File: config.mk
export PLATFORM = sky130hd
export DESIGN_NAME = circular_deque_unit
export DESIGN_NICKNAME = d
export VERILOG_FILES = /design/src/rtl/cdq_pkg.sv /design/src/rtl/cdq_cell.sv /design/src/rtl/circular_deque_unit.sv
export VERILOG_INCLUDE_DIRS = /design/src /design/src/rtl
export SDC_FILE = /design/constraint.sdc
export NUM_CORES = 1
export LEC_CHECK = 0
export ABC_AREA = 1
export BUFFER_PORTS_ARGS = -buffer_cell sky130_fd_sc_hd__buf_2
export CAP_MARGIN = 40
export CORE_MARGIN = 2
export CORE_UTILIZATION = 50
export DETAILED_ROUTE_END_ITERATION = 16
export PLACE_DENSITY = 0.67
export RECOVER_POWER = 100
export SYNTH_ARGS = -nofsm -noshare
export SYNTH_HDL_FRONTEND = slang
export SYNTH_SLANG_ARGS = --single-unit
File: constraint.sdc
create_clock -name i_clk -period 5.2 [get_ports i_clk]
set_input_delay 0.78 -clock i_clk [delete_from_list [all_inputs] [get_ports i_clk]]
set_output_delay 0.78 -clock i_clk [all_outputs]
set_load 0.1 [all_outputs]
File: src/rtl/circular_deque_unit_defines.svh
// Assertion macros shared by the circular deque RTL.
`ifndef CIRCULAR_DEQUE_UNIT_DEFINES_SVH
`define CIRCULAR_DEQUE_UNIT_DEFINES_SVH

// Condition that must hold at every clock edge out of reset.
`define CDQ_ASSERT_ALWAYS(label, cond, msg) \
    label: assert property (@(posedge i_clk) disable iff (!i_rst_n) (cond)) else $error(msg);

// Same-cycle implication.
`define CDQ_ASSERT_IMPLY(label, ante, cons, msg) \
    label: assert property (@(posedge i_clk) disable iff (!i_rst_n) (ante) |-> (cons)) \
        else $error(msg);

// Next-cycle implication.
`define CDQ_ASSERT_NEXT(label, ante, cons, msg) \
    label: assert property (@(posedge i_clk) disable iff (!i_rst_n) (ante) |=> (cons)) \
        else $error(msg);

`endif

File: src/rtl/cdq_pkg.sv
// Types and constants for the circular deque unit.
package cdq_pkg;

    localparam int DEPTH  = 8;
    localparam int WORD_W = 32;
    localparam int CNT_W  = $clog2(DEPTH + 1);
    localparam int OCC_W  = 4;

    // Operation requested by an input item
    typedef enum logic [1:0] {
        MODE_PUSH_FRONT = 2'd0,
        MODE_PUSH_REAR  = 2'd1,
        MODE_POP_FRONT  = 2'd2,
        MODE_POP_REAR   = 2'd3
    } t_mode;

    // Result status
    typedef enum logic [1:0] {
        ST_OK        = 2'd0,
        ST_OVERFLOW  = 2'd1,
        ST_UNDERFLOW = 2'd2
    } t_status;

    typedef struct packed {
        t_mode                    mode;
        logic signed [WORD_W-1:0] push_value;
    } t_in_item;

    typedef struct packed {
        logic signed [WORD_W-1:0] popped_value;
        t_status                  status;
        logic [OCC_W-1:0]         occupancy;
    } t_out_item;

    // Command broadcast to every cell of the row
    typedef enum logic [2:0] {
        CELL_HOLD,
        CELL_PUSH_FRONT,
        CELL_PUSH_REAR,
        CELL_POP_FRONT,
        CELL_POP_REAR
    } t_cell_op;

    typedef struct packed {
        t_cell_op          op;
        logic [WORD_W-1:0] word;
    } t_cell_ctl;

endpackage

File: src/rtl/cdq_cell.sv
// One storage cell of the deque row: a word, its valid bit and neighbor shifting.
module cdq_cell (
    input  logic                           i_clk,
    input  logic                           i_rst_n,
    input  cdq_pkg::t_cell_ctl             i_ctl,
    input  logic [cdq_pkg::WORD_W-1:0]     i_left_data,
    input  logic                           i_left_valid,
    input  logic [cdq_pkg::WORD_W-1:0]     i_right_data,
    input  logic                           i_right_valid,
    output logic [cdq_pkg::WORD_W-1:0]     o_data,
    output logic                           o_valid,
    output logic                           o_is_rear
);

    logic [cdq_pkg::WORD_W-1:0] r_data;
    logic [cdq_pkg::WORD_W-1:0] n_data;
    logic                       r_valid;
    logic                       n_valid;

    // Front ops shift the whole row; rear ops touch only the boundary cell
    always_comb begin
        n_data  = r_data;
        n_valid = r_valid;
        case (i_ctl.op)
            cdq_pkg::CELL_PUSH_FRONT: begin
                n_data  = i_left_data;
                n_valid = i_left_valid;
            end
            cdq_pkg::CELL_PUSH_REAR: begin
                if (!r_valid && i_left_valid) begin
                    n_data  = i_ctl.word;
                    n_valid = 1'b1;
                end
            end
            cdq_pkg::CELL_POP_FRONT: begin
                n_data  = i_right_data;
                n_valid = i_right_valid;
            end
            cdq_pkg::CELL_POP_REAR: begin
                if (r_valid && !i_right_valid) begin
                    n_valid = 1'b0;
                end
            end
            default: ;
        endcase
    end

    always_ff @(posedge i_clk) begin
        if (!i_rst_n) begin
            r_valid <= 1'b0;
        end else begin
            r_valid <= n_valid;
        end
    end

    always_ff @(posedge i_clk) begin
        r_data <= n_data;
    end

    assign o_data    = r_data;
    assign o_valid   = r_valid;
    assign o_is_rear = r_valid && !i_right_valid;

endmodule

File: src/rtl/circular_deque_unit.sv
// Top level of the circular deque: row of storage cells, operation control, result register.
//
// Double-ended queue of DEPTH signed 32-bit words kept packed in a row of cells, front word
// in the first cell. Every push or pop at either end is a single row update: a front push or
// pop shifts all cells by one place in the same cycle, a rear push or pop changes only the
// cell at the occupied boundary. One item is accepted per cycle unless stalled, and its
// result appears in the output register on the following cycle. The input stalls only while
// a result sits in that register and the output side stalls it. Refused pushes (store full)
// and pops (store empty) leave the contents unchanged and still return one result.
`include "circular_deque_unit_defines.svh"

module circular_deque_unit (
    input  logic              i_clk,
    input  logic              i_rst_n,
    input  logic              i_in_valid,
    output logic              o_in_stall,
    input  cdq_pkg::t_in_item i_in_data,
    output logic              o_out_valid,
    input  logic              i_out_stall,
    output cdq_pkg::t_out_item o_out_data
);

    localparam int DEPTH  = cdq_pkg::DEPTH;
    localparam int WORD_W = cdq_pkg::WORD_W;
    localparam int CNT_W  = cdq_pkg::CNT_W;
    localparam int OCC_W  = cdq_pkg::OCC_W;

    // Cell row wiring
    logic [WORD_W-1:0]  cell_data   [DEPTH];
    logic [WORD_W-1:0]  left_data   [DEPTH];
    logic [WORD_W-1:0]  right_data  [DEPTH];
    logic [DEPTH-1:0]   cell_valid;
    logic [DEPTH-1:0]   left_valid;
    logic [DEPTH-1:0]   right_valid;
    logic [DEPTH-1:0]   is_rear;
    cdq_pkg::t_cell_ctl cell_ctl;

    // Control and result
    logic               accept;
    logic               full;
    logic               empty;
    logic               push_ok;
    logic [WORD_W-1:0]  rear_word;
    logic [WORD_W-1:0]  popped;
    cdq_pkg::t_status   status;
    logic [CNT_W-1:0]   r_count;
    logic [CNT_W-1:0]   n_count;
    logic               r_out_valid;
    logic               n_out_valid;
    cdq_pkg::t_out_item r_out_data;
    cdq_pkg::t_out_item n_out_data;

    // Neighbor links; the new word enters at the front end
    for (genvar g = 0; g < DEPTH; g++) begin : g_cell
        if (g == 0) begin : g_first
            assign left_data[g]  = i_in_data.push_value;
            assign left_valid[g] = 1'b1;
        end else begin : g_inner_left
            assign left_data[g]  = cell_data[g-1];
            assign left_valid[g] = cell_valid[g-1];
        end

        if (g == DEPTH - 1) begin : g_last
            assign right_data[g]  = '0;
            assign right_valid[g] = 1'b0;
        end else begin : g_inner_right
            assign right_data[g]  = cell_data[g+1];
            assign right_valid[g] = cell_valid[g+1];
        end

        cdq_cell u_cell (
            .i_clk         (i_clk),
            .i_rst_n       (i_rst_n),
            .i_ctl         (cell_ctl),
            .i_left_data   (left_data[g]),
            .i_left_valid  (left_valid[g]),
            .i_right_data  (right_data[g]),
            .i_right_valid (right_valid[g]),
            .o_data        (cell_data[g]),
            .o_valid       (cell_valid[g]),
            .o_is_rear     (is_rear[g])
        );
    end

    // Rear word: only the boundary cell flags itself, so an OR of masked words selects it
    always_comb begin
        rear_word = '0;
        for (int k = 0; k < DEPTH; k++) begin
            rear_word = rear_word | (cell_data[k] & {WORD_W{is_rear[k]}});
        end
    end

    assign o_in_stall = r_out_valid && i_out_stall;
    assign accept     = i_in_valid && !o_in_stall;
    assign full       = cell_valid[DEPTH-1];
    assign empty      = !cell_valid[0];
    assign push_ok    = accept && !full &&
                        (i_in_data.mode == cdq_pkg::MODE_PUSH_FRONT ||
                         i_in_data.mode == cdq_pkg::MODE_PUSH_REAR);

    // Operation decode: cell command, status, popped word, next fill count
    always_comb begin
        cell_ctl.word = i_in_data.push_value;
        cell_ctl.op   = cdq_pkg::CELL_HOLD;
        status        = cdq_pkg::ST_OK;
        popped        = '0;
        n_count       = r_count;
        case (i_in_data.mode)
            cdq_pkg::MODE_PUSH_FRONT: begin
                if (full) begin
                    status = cdq_pkg::ST_OVERFLOW;
                end else begin
                    cell_ctl.op = cdq_pkg::CELL_PUSH_FRONT;
                    n_count     = r_count + 1'b1;
                end
            end
            cdq_pkg::MODE_PUSH_REAR: begin
                if (full) begin
                    status = cdq_pkg::ST_OVERFLOW;
                end else begin
                    cell_ctl.op = cdq_pkg::CELL_PUSH_REAR;
                    n_count     = r_count + 1'b1;
                end
            end
            cdq_pkg::MODE_POP_FRONT: begin
                if (empty) begin
                    status = cdq_pkg::ST_UNDERFLOW;
                end else begin
                    cell_ctl.op = cdq_pkg::CELL_POP_FRONT;
                    popped      = cell_data[0];
                    n_count     = r_count - 1'b1;
                end
            end
            cdq_pkg::MODE_POP_REAR: begin
                if (empty) begin
                    status = cdq_pkg::ST_UNDERFLOW;
                end else begin
                    cell_ctl.op = cdq_pkg::CELL_POP_REAR;
                    popped      = rear_word;
                    n_count     = r_count - 1'b1;
                end
            end
            default: ;
        endcase
        if (!accept) begin
            cell_ctl.op = cdq_pkg::CELL_HOLD;
            n_count     = r_count;
        end
    end

    // Result register: loaded on each input transfer, held while stalled
    always_comb begin
        n_out_valid = r_out_valid && i_out_stall;
        n_out_data  = r_out_data;
        if (accept) begin
            n_out_valid             = 1'b1;
            n_out_data.popped_value = popped;
            n_out_data.status       = status;
            n_out_data.occupancy    = OCC_W'(n_count);
        end
    end

    always_ff @(posedge i_clk) begin
        if (!i_rst_n) begin
            r_count     <= '0;
            r_out_valid <= 1'b0;
        end else begin
            r_count     <= n_count;
            r_out_valid <= n_out_valid;
        end
    end

    always_ff @(posedge i_clk) begin
        r_out_data <= n_out_data;
    end

    assign o_out_valid = r_out_valid;
    assign o_out_data  = r_out_data;

    // Checks on the cell row and the fill count
    `CDQ_ASSERT_ALWAYS(a_count_matches_cells, r_count == $countones(cell_valid), "fill count disagrees with cell valid bits")
    `CDQ_ASSERT_ALWAYS(a_cells_packed, ((cell_valid + 1'b1) & cell_valid) == '0, "occupied cells not packed at front")
    `CDQ_ASSERT_IMPLY(a_one_rear, !empty, $onehot(is_rear), "nonempty row without exactly one rear cell")
    `CDQ_ASSERT_NEXT(a_push_grows, push_ok, r_count == $past(r_count) + 1'b1, "push did not grow the fill count")
    `CDQ_ASSERT_IMPLY(a_underflow_empty, r_out_valid && r_out_data.status == cdq_pkg::ST_UNDERFLOW, r_out_data.occupancy == '0, "underflow reported with nonzero occupancy")

endmodule

==> results.sh <==
export IMPL_final_setup_skew_ps=20.8
export IMPL_num_fill_cells=2741
export IMPL_worst_pin_slew_ps=2570
export IMPL_rsz0062_at_grt="no"
export IMPL_fmax_mhz=254
export IMPL_use_met1_pct=39.2
export IMPL_vias=12674
export IMPL_hold_path_class="flop to flop"
export IMPL_final_layout_size_suffix_gt1_share_pct=8.06
export IMPL_timing_reg2reg_setup_slack_ps=1270
export IMPL_startpoint_type="flop"
export IMPL_ys_warn_count=0
export IMPL_ant_nets=0
export IMPL_diodes=0
export IMPL_violations="max-capacitance violations, max-slew violations"
export IMPL_post_route_period_util_pct=75.7
export IMPL_syn_nets=1672
export IMPL_pin_count=78
export IMPL_grtUsageMet2_pct=42.9
export IMPL_via_per_inst=6.01
export IMPL_dieArea_sq_um=32500
export IMPL_cts_hold_buffers_added=0
export IMPL_yosysTopAreaCell="edfxtp_1"
export IMPL_synth_edff_count=294
export IMPL_hold_path_startpoint="g_cell[0].u_cell.o_data[28]"
export IMPL_slew_headroom_pct=-71.6
export IMPL_fin_crit_ps=3930
export IMPL_fin_tns_setup_ps=0
export IMPL_synth_top_cell_area_share_pct=56.8
export IMPL_synth_area_leaders="edfxtp_1, nand2_1, inv_1, o211ai_1, o221ai_1"
export IMPL_critPathArrivalTime_ps=4130
export IMPL_reg2reg_to="g_cell[2].u_cell.o_data[5]"
export IMPL_row_count=64
export IMPL_ys_types=30
export IMPL_leakage_nw=6.89
export IMPL_path_clk_slew_ps=60
export IMPL_seq_area_frac_synth_pct=58.5
export IMPL_core_sq_um=30600
export IMPL_fp_dieH_um=180
export IMPL_drt_total_wl_um=44500
export IMPL_gr_usage_all_layers_pct=27.1
export IMPL_slew_violations=251
export IMPL_cp_max_fo=46
export IMPL_crit_type="flop to flop"
export IMPL_cts_buffers_inserted=35
export IMPL_busiest_layer="met2"
export IMPL_whs_endpoint="o_out_data[34]"
export IMPL_grt_pass1_wl_um=69400
export IMPL_post_cts_buffers=0
export IMPL_cpPeakStageDelay_ps=1420
export IMPL_crit_required_ps=5390
export IMPL_critPathSlowestCell="o21ai_0"
export IMPL_grt_pass1_vias=12266
export IMPL_cts_tree="done"
export IMPL_status="complete, but fails checks"
export IMPL_die_w_um=180
export IMPL_end_kind="flop"
export IMPL_htree_levels=2
export IMPL_syn_avg_cell_area_sq_um=9.53
export IMPL_clk_latency_ps=520
export IMPL_initial_core_util_pct=50.8
export IMPL_max_cap_violations=5
export IMPL_hold_viol=0
export IMPL_power_density_nw_per_um2=359
export IMPL_cpMostUsedCell="nand2_4"
export IMPL_firstDrtPassIters=6
export IMPL_drc=0
export IMPL_gp_congestion=0.845
export IMPL_met3_usage_pct=3.72
export IMPL_gr_total_overflow=0
export IMPL_area_growth_pct=11.3
export IMPL_yosysMostFrequentCell="nand2_1"
export IMPL_grt_max_degree=156
export IMPL_synthesis_area_sq_um=15500
export IMPL_whs_path_depth=2
export IMPL_async_flop_share_pct=0
export IMPL_dp_cells=2046
export IMPL_clock_sinks=307
export IMPL_nets=1727
export IMPL_cts_buffer_depth=3
export IMPL_drt_initial_drc_count=1798
export IMPL_syn_inst=1632
export IMPL_r2r_start="g_cell[7].u_cell.o_valid"
export IMPL_hpwl_um=26400
export IMPL_rr_worst_depth=7
export IMPL_yosys_register_bits=307
export IMPL_synthTopCellsByCount="nand2_1, edfxtp_1, inv_1, nor2_1, o21ai_0"
export IMPL_cts_root_buffer="clkbuf_16"
export IMPL_stdcell_count=2109
export IMPL_path_cells="clkbuf_1 -> nor2_1 -> nand2_1 -> nand2_4 -> nand2_4 -> o21ai_0 -> buf_12"
export IMPL_power_w=0.00620
export IMPL_setup_viol=0
export IMPL_cts_repair_resized=0
export IMPL_wire_per_inst_um=21.1
export IMPL_vdd_drop_max_mv=0.221
export IMPL_synth_ff_type="edfxtp_1"
export IMPL_antenna_found_initial=0
export IMPL_port_buffers=77
==> metal layers <==
metal	part of all wire [%]	vias to the layer above
li1	-	5775
met1	42	6118
met2	46	683
met3	9.0	98
met4	2.6	0
met5	0	-
==> cell usage in the layout (no fill, tap or decap), types with 2 or more instances in the layout <==
cell and count:
nor3_1 17, clkinv_2 7, clkinv_1 10, dfxtp_1 13
nand3_1 62, o211ai_1 89, nand2_1 479, o21ai_0 111
inv_1 180, clkbuf_8 4, ha_1 2, clkbuf_16 37
buf_12 8, o21ai_1 4, nand2_4 11, a21oi_1 28
edfxtp_1 294, o221ai_1 69, o22ai_1 11, inv_2 3
buf_2 36, nand4_1 26, nand2_2 6, buf_4 8
buf_16 3, o21ai_4 6, clkbuf_1 57, nor2_1 120
==> state kept, by name, indices dropped and copies added, names as in the netlist <==
| signal | cells |
|---|---|
| g_cell.u_cell.o_data | 256 |
| g_cell.u_cell.o_valid | 8 |
| o_out_data | 38 |
| r_count | 4 |
| o_out_valid | 1 |
==> cell type report <==
cell class	count	area (sq um)	area share (%)
clock buffers	45	996	5.76
repair buffers	110	694	4.01
flip-flops and latches	307	9090	52.5
inverters	185	696	4.02
multi-input cells	1048	5230	30.2
well taps	396	495	2.86
clock inverters	18	108	0.622
==> through the flow <==
step	cell area, sq um	util, %	setup slack (ps)	hold slack (ps)
floorplan	15500	-	895	510
global placement	16300	53.4	1840	531
detailed placement	16500	53.8	1820	537
CTS	17600	57.4	2230	549
global route	17300	56.6	1030	556
finish	17300	56.6	1270	546
==> worst max-delay path: cells and delay by family (launching register included) <==
| kind | cells | cell delay, ps |
|---|---|---|
| compound gates | 1 | 1420 |
| flops | 1 | 470 |
| buf+inv | 2 | 790 |
| simple gates | 4 | 860 |
==> power breakdown <==
part           internal, W  switching (W)
Sequential         0.00289      0.0000644
Combinational     0.000218       0.000641
Clock              0.00140       0.000994
Total              0.00450        0.00170
==> cells by family after synthesis <==
kind of cell / Yosys count / synth area share [%]
AO/OA/AOI/OAI: 320 / 13.7
AND/OR/NAND/NOR: 725 / 19.9
XOR/XNOR: 1 / 0.0564
buffers and inverters: 277 / 7.78
flip-flops: 307 / 58.5
adder cells (fa/ha/maj): 2 / 0.161
==> worst max-delay path by stage <==
stage | from | end | slack [ps] | cells after the start
global placement | i_in_data[32] | g_cell[3].u_cell.o_data[17] | 1840 | 8
CTS | g_cell[7].u_cell.o_valid | g_cell[3].u_cell.o_data[17] | 2230 | 7
detailed placement | i_in_data[32] | g_cell[3].u_cell.o_data[17] | 1820 | 8
finish | g_cell[7].u_cell.o_valid | g_cell[2].u_cell.o_data[5] | 1270 | 7
floorplan | i_in_data[33] | g_cell[0].u_cell.o_data[0] | 890 | 7
global route | g_cell[7].u_cell.o_valid | g_cell[3].u_cell.o_data[13] | 1030 | 8
(Power assumes the default switching activity.)
